[src/rtl/oah_pkg.sv]
`default_nettype none
// ----------------------------------------------------------------------------
// Hash table package
// Shared widths, operation codes and the command and status bundles that
// pass between the hash table controller and its datapath.
// ----------------------------------------------------------------------------
package oah_pkg;

	// Fixed field widths of the item and result channels.
	localparam int KEY_W  = 31;
	localparam int SLOT_W = 10;
	localparam int CNT_W  = 11;

	// Default number of table slots (a power of two).
	localparam int DEF_TABLE_SLOTS = 1024;

	// Operation codes carried by an input beat.
	typedef enum logic [1:0] {
		OP_INSERT = 2'd0,
		OP_SEARCH = 2'd1,
		OP_CLEAR  = 2'd2,
		OP_NONE   = 2'd3
	} op_t;

	// Which result the datapath loads into the output register.
	typedef enum logic [2:0] {
		RES_HIT   = 3'd0,
		RES_MISS  = 3'd1,
		RES_FULL  = 3'd2,
		RES_CLEAR = 3'd3,
		RES_NONE  = 3'd4
	} res_sel_t;

	// Commands from the controller to the datapath.
	typedef struct packed {
		logic     accept;
		logic     rd;
		logic     adv;
		logic     wr_key;
		logic     clr_wr;
		logic     out_load;
		res_sel_t res_sel;
	} cmd_t;

	// Status from the datapath to the controller.
	typedef struct packed {
		op_t  op;
		logic empty;
		logic match;
		logic last;
		logic sweep_last;
		logic out_free;
	} sts_t;

endpackage : oah_pkg
`default_nettype wire

[src/rtl/oah_ctrl.sv]
`default_nettype none
// ----------------------------------------------------------------------------
// Hash table controller
// State machine that sequences the reset sweep, the probe loop (one read
// and one check per probe), the clear sweep and the result hand-off.
// ----------------------------------------------------------------------------
module oah_ctrl (
	input  wire logic          clk,
	input  wire logic          arst_n,
	input  wire logic          in_valid,
	input  wire oah_pkg::op_t  in_op,
	output logic               in_stall,
	input  wire oah_pkg::sts_t sts,
	output oah_pkg::cmd_t      cmd
);
	import oah_pkg::*;

	typedef enum logic [5:0] {
		ST_INIT  = 6'b000001,
		ST_IDLE  = 6'b000010,
		ST_READ  = 6'b000100,
		ST_CHECK = 6'b001000,
		ST_CLEAR = 6'b010000,
		ST_RESP  = 6'b100000
	} state_t;

	state_t state_q, state_d;

	// State register.
	always_ff @(posedge clk or negedge arst_n) begin
		if (!arst_n) begin
			state_q <= ST_INIT;
		end else begin
			state_q <= state_d;
		end
	end

	// New items are taken only between operations.
	assign in_stall = (state_q != ST_IDLE);

	// Next state and command decode.
	always_comb begin
		state_d     = state_q;
		cmd         = '0;
		cmd.res_sel = RES_NONE;
		unique case (state_q)
			ST_INIT: begin
				cmd.clr_wr = 1'b1;
				if (sts.sweep_last) begin
					state_d = ST_IDLE;
				end
			end
			ST_IDLE: begin
				if (in_valid) begin
					cmd.accept = 1'b1;
					unique case (in_op) inside
						OP_INSERT, OP_SEARCH: state_d = ST_READ;
						OP_CLEAR:             state_d = ST_CLEAR;
						default:              state_d = ST_RESP;
					endcase
				end
			end
			ST_READ: begin
				cmd.rd  = 1'b1;
				state_d = ST_CHECK;
			end
			ST_CHECK: begin
				if (sts.empty) begin
					if (sts.out_free) begin
						cmd.out_load = 1'b1;
						cmd.wr_key   = (sts.op == OP_INSERT);
						cmd.res_sel  = (sts.op == OP_INSERT) ? RES_HIT : RES_MISS;
						state_d      = ST_IDLE;
					end
				end else if (sts.op == OP_SEARCH && sts.match) begin
					if (sts.out_free) begin
						cmd.out_load = 1'b1;
						cmd.res_sel  = RES_HIT;
						state_d      = ST_IDLE;
					end
				end else if (sts.last) begin
					if (sts.out_free) begin
						cmd.out_load = 1'b1;
						cmd.res_sel  = RES_FULL;
						state_d      = ST_IDLE;
					end
				end else begin
					cmd.adv = 1'b1;
					state_d = ST_READ;
				end
			end
			ST_CLEAR: begin
				cmd.clr_wr = 1'b1;
				if (sts.sweep_last) begin
					state_d = ST_RESP;
				end
			end
			ST_RESP: begin
				if (sts.out_free) begin
					cmd.out_load = 1'b1;
					cmd.res_sel  = (sts.op == OP_CLEAR) ? RES_CLEAR : RES_NONE;
					state_d      = ST_IDLE;
				end
			end
			default: begin
				state_d = ST_INIT;
			end
		endcase
	end

endmodule : oah_ctrl
`default_nettype wire

[config.mk]
export PLATFORM = sky130hd
export DESIGN_NAME = oah_ctrl
export DESIGN_NICKNAME = d
export VERILOG_FILES = /design/src/rtl/oah_pkg.sv /design/src/rtl/oah_ctrl.sv
export SDC_FILE = /design/constraint.sdc
export NUM_CORES = 1
export LEC_CHECK = 0
export ABC_AREA = 0
export BUFFER_PORTS_ARGS = -buffer_cell sky130_fd_sc_hd__buf_2
export CAP_MARGIN = 20
export CORE_AREA = 2 2 39 41
export CTS_CLUSTER_DIAMETER = 50
export CTS_CLUSTER_SIZE = 30
export DETAILED_ROUTE_END_ITERATION = 10
export DIE_AREA = 0 0 41 43
export HOLD_SLACK_MARGIN = 0.1
export PLACE_DENSITY_LB_ADDON = 0.2
export REMOVE_ABC_BUFFERS = 1
export SYNTH_ARGS = -nofsm -noshare
export SYNTH_HDL_FRONTEND = slang
export SYNTH_SLANG_ARGS = --single-unit
[constraint.sdc]
create_clock -name clk -period 4.7 [get_ports clk]
set_input_delay 0.705 -clock clk [delete_from_list [all_inputs] [get_ports clk]]
set_output_delay 0.705 -clock clk [all_outputs]
set_load 0.1 [all_outputs]
==> results.toml, run 1 <==
[status]
status = "finished clean"

[placed_design]
placed_area_sq_um = 641.9
io_buffers = 21
globalplace.congestion = 0.8328
hpwl_microns = 990.6
dpl_worst_slack_ns = 1.957

[route]
vias = 552
wl_microns = 1204
drc = 0
drtIter0Drc = 5
vias_per_cell = 5.576
detail_route.wl_per_cell_microns = 12.16
first_pass_iters = 4
ant_nets = 0

[min_path]
min_path_type = "in -> async"

[layout]
nets = 96
final_area_sq_um = 668.1
reg_top3 = "state_q: 6 flops"
n_fill_cell = 142
largest_reg_flops = 6
drive_above_1_share_pct = 42.17
top_register = "state_q"
mostFrequentLayoutCells = "buf_2, inv_1, nor2_1, dfrtp_1"
areaGrowthSynthToFinish_pct = 29.30
final_common_cell = "buf_2"
diodes = 0

[clock_tree]
clk_path_buf_depth = 2
clk_pin_slew_ns = 0.05
postCtsHoldBufs = 0
cts-root-buf = "clkbuf_4"
clock_latency_ns = 0.24
h-tree-depth = 1
cts_setup_buffers = 0
post_cts_resized = 0
cts_buffers = 3
cts.sinks = 6
tritoncts = "yes"

[timing]
rsz0062_at_grt = "no"
setup_viol = 0
finalSetupTns_ns = 0
drv_slew = 0
fmax_mhz = 338.1
worst_pin_slew_ns = 0.4883
finalCriticalPeriod_ns = 2.958
final_hold_viol_count = 0
fin_crit_sh_pct = 62.94
setup_ws_ns = 1.742
relSlewSlack_pct = 67.67
skew_ns = 0.004641

[critical_path]
worstSetupStartpointType = "flip-flop"
cp-end-kind = "output port"
crit_path_start = "state_q[4]"
cp_data_required_time_ns = 3.99
path_max_fanout = 7
cp.arrival_ns = 2.25
crit_type = "reg -> out"
r2r-start = "state_q[4]"

[floorplanning]
start_util_pct = 37.34
rows = 14
dieArea_sq_um = 1763
die_h_microns = 43
core_sq_um = 1384
io_pins = 22
die_w_microns = 41

[synth]
synth.ff_latch_count = 6
yosysWarnings = 0
netlist_instances = 58
netlist_area_sq_um = 516.7
synth_cell_types = 33
avgSynthCellArea_sq_um = 8.909
synth_seq_area_share_pct = 29.30

[pwr]
intPower_w = 0.0001481
power_leakage_nw = 0.3148
p_clk_share_pct = 15.7
ir_drop_uv = 349.0
power.density_nw_per_um2 = 476.9
comb_power_share_pct = 57.3
swShare_pct = 53.51
p_switching_w = 0.0001705
pwr-share-seq_pct = 27.0

[global_route]
grtUsageTotal_pct = 15.63
grt_pass1_vias = 457
antenna_found_initial = 0
grt_pass1_wl_microns = 1842
overflow = 0
grt_max_degree = 9

[run]
maxCapViolCount = 0
## path summary, 6_finish.rpt
check | cells past startpoint | slack [ns] | endpoint
min in group clk | 2 | 0.69 | state_q[4]
worst min register to register | 2 | 0.71 | state_q[4]
worst min-delay path | 1 | 0.27 | state_q[2]
max in group asynchronous | 1 | 4.21 | state_q[0]
worst max-delay path | 5 | 1.74 | cmd[2]
worst max register to register | 4 | 3.01 | state_q[1]
## per-layer routing
metal | routed length [microns] | part of all wire [%] | global-route usage [%] | vias up
li1 | - | - | - | 273
met1 | 510 | 42 | 19.00 | 238
met2 | 529 | 44 | 23.75 | 37
met3 | 145 | 12 | 3.665 | 4
met4 | 19 | 1.6 | 9.333 | 0
met5 | 0 | 0 | 0 | -
## final cells by class
| type | count | area, sq um | share of cell area [%] |
|---|---|---|---|
| multi-input cells | 46 | 342.8 | 51.31 |
| flip-flops and latches | 6 | 151.4 | 22.66 |
| repair buffers | 21 | 105.1 | 15.73 |
| clock buffers | 4 | 26.28 | 3.933 |
| inverters | 6 | 22.52 | 3.371 |
| well taps | 16 | 20.02 | 2.996 |
## critical path, stage by stage (launching register included)
cell	delay, ns
dfrtp_1	0.45
or4_4	0.60
nor3_4	0.20
nand3_1	0.18
o211ai_1	0.13
buf_2	0.45
## stage by stage
stage | hold slack [ns] | total power [W] | instances | util, %
finish | 0.2705 | 0.0003186 | 99 | 48.28
global route | 0.2541 | 0.0003401 | 99 | 48.28
CTS | 0.2688 | 0.0003201 | 99 | 48.28
detailed placement | 0.5305 | 0.0002685 | 95 | 46.38
global placement | 0.5274 | 0.0002687 | 95 | 46.38
floorplan | 0.4094 | 0.0002341 | 58 | -
## synthesized netlist by cell type (all sizes together)
cell	n	area, sq um
a2111oi	1	15.01
a211oi	1	7.510
a21o	1	8.760
a21oi	3	15.01
a31oi	1	6.260
and2	2	12.51
and3b	2	17.52
and4b	1	10.01
dfrtp	5	125.1
dfstp	1	26.28
inv	6	22.52
nand2	1	3.750
nand2b	3	18.77
nand3	2	10.01
nand3b	1	7.510
nand4b	1	8.760
nor2	5	18.77
nor2b	1	6.260
nor3	1	16.27
nor3b	2	25.02
nor4	2	18.77
o211ai	1	7.510
o21a	2	16.27
o21ai	3	15.01
o22ai	1	6.260
o31ai	2	15.01
o32ai	1	8.760
or2b	1	7.510
or3b	1	8.760
or4	2	22.52
xor2	1	8.760
## cells by family after synthesis
kind of cell | count (synthesis) | synth area share [%]
buffers and inverters | 6 | 4.358
DFF | 6 | 29.30
and+or+nand+nor | 28 | 41.17
AOI/OAI and AO/OA | 17 | 23.49
xor gates and xnor gates | 1 | 1.695
## power groups by stage
stage,Clock [W],Combinational (W),Sequential [W]
finish,0.0000499,0.000183,0.0000860
global route,0.0000587,0.000194,0.0000877
CTS,0.0000518,0.000183,0.0000848
detailed placement,0,0.000183,0.0000856
global placement,0,0.000183,0.0000857
floorplan,0,0.000154,0.0000804
No activity file was read; power rests on OpenSTA's default activity.
==> run 2: changes to the inputs <==
Clock period 4.7 ns to 3.1 ns, I/O delays scaled along.
==> run 2 against run 1 <==
Effect of this change: power grew 52%; sequential share of layout area down 0.33 points; register-to-register slack got worse by 1.6 ns; critical endpoint is now cmd[1]; worst hold slack better by 0.17 ns; core utilization rose by 0.72 points; clock power rose by 51%; clock-buffer cell count did not move; wire length decreased by 0.42%; clock skew down 0.0036 ns; via count down 5.6%.
==> results.toml, run 2 (synthesis results as in run 1) <==
[clock_tree]
clk_pin_slew_ns = 0.05
cts-root-buf = "clkbuf_4"
tritoncts = "yes"
cts.sinks = 6
post_cts_resized = 0
cts_buffers = 3
postCtsHoldBufs = 1
clk_path_buf_depth = 2
clock_latency_ns = 0.24
h-tree-depth = 1
cts_setup_buffers = 0

[timing]
fin_crit_sh_pct = 87.75
drv_slew = 0
relSlewSlack_pct = 67.79
setup_viol = 0
final_hold_viol_count = 0
skew_ns = 0.001051
finalCriticalPeriod_ns = 2.720
fmax_mhz = 367.6
finalSetupTns_ns = 0
setup_ws_ns = 0.3799
whs_ns = 0.4441
rsz0062_at_grt = "no"
worst_pin_slew_ns = 0.4865

[global_route]
grtUsageMet2_pct = 22.81
grt_pass1_wl_microns = 1759
grt_pass1_vias = 439
grtUsageTotal_pct = 14.71
overflow = 0
grt_max_degree = 9
grt_busiest_layer = "met2"
antenna_found_initial = 0
met3_usage_pct = 4.712
use_met1_pct = 18.94

[route]
drc = 0
vias = 521
detail_route.wl_per_cell_microns = 11.99
ant_nets = 0
drtIter0Drc = 6
wl_microns = 1199
vias_per_cell = 5.210
first_pass_iters = 4

[placed_design]
dpl_worst_slack_ns = 0.6319
hpwl_microns = 1003
io_buffers = 21
globalplace.congestion = 0.7921

[floorplanning]
dieArea_sq_um = 1763
die_w_microns = 41
rows = 14
core_sq_um = 1384
die_h_microns = 43
io_pins = 22
start_util_pct = 37.34

[critical_path]
cp.arrival_ns = 2.26
r2r-start = "state_q[4]"
cp_slowest_cell = "or4_4"
cp-end-kind = "output port"
cp_data_required_time_ns = 2.63
crit_path_start = "state_q[2]"
worstSetupStartpointType = "flip-flop"
slowest_delay_ns = 0.56
crit_type = "reg -> out"
cp_cell_sequence = "or4_4 > nor3b_2 > and3b_1 > o21a_1 > buf_2"
path_buf_inv = 1
path_delay_family = "simple AND/OR/NAND/NOR gates"
path_max_fanout = 6

[layout]
final_common_cell = "buf_2"
diodes = 0
top_register = "state_q"
post-route-util_pct = 49.01
drive_above_1_share_pct = 41.67
reg_top3 = "state_q: 6 flops"
areaGrowthSynthToFinish_pct = 31.23
nets = 97
largest_reg_flops = 6
n_fill_cell = 147
mostFrequentLayoutCells = "buf_2, inv_1, nor2_1, dfrtp_1"

[pwr]
power.density_nw_per_um2 = 712.3
power_leakage_nw = 0.3190
ir_drop_uv = 560.1

[min_path]
min_path_type = "in -> reg"
hold_start = "sts[1]"

[status]
status = "finished clean"

[run]
maxCapViolCount = 0
-- run 2: cell types whose count changed in the layout (fill, tap and decap cells not counted) --
cell / change
dlygate4sd3_1: +1
-- run 2: path summary, 6_finish.rpt --
path	end	slack [ns]	depth (start not counted)
max	cmd[1]	0.38	5
min	state_q[4]	0.44	2
max reg2reg	state_q[1]	1.39	4
min reg2reg	state_q[4]	0.72	2
max in group asynchronous	state_q[0]	2.31	2
min in group asynchronous	state_q[5]	0.57	2
-- run 2: metal layers --
layer | share of wire [%] | vias to the layer above
li1 | - | 272
met1 | 46 | 228
met2 | 46 | 21
met3 | 7.9 | 0
met4 | 0 | 0
met5 | 0 | -
-- run 2: metrics by stage --
stage / power (W) / cells / area [sq um]
after global placement: 0.0004112 / 95 / 641.9
final: 0.0004831 / 100 / 678.2
after global routing: 0.0005147 / 100 / 678.2
after detailed placement: 0.0004084 / 95 / 641.9
after floorplan: 0.0003549 / 58 / 516.7
after CTS: 0.0004871 / 100 / 678.2
-- run 2: layout make-up --
type / instances / area, sq um / area share, %
multi-input cells: 46 / 342.8 / 50.55
flip-flops and latches: 6 / 151.4 / 22.32
repair buffers: 22 / 115.1 / 16.97
clock buffers: 4 / 26.28 / 3.875
inverters: 6 / 22.52 / 3.321
well taps: 16 / 20.02 / 2.952
-- run 2: power breakdown --
part | switching [W] | internal, W
Clock | 0.0000268 | 0.0000487
Combinational | 0.000201 | 0.0000771
Sequential | 0.0000295 | 0.0000995
Total | 0.000258 | 0.000225
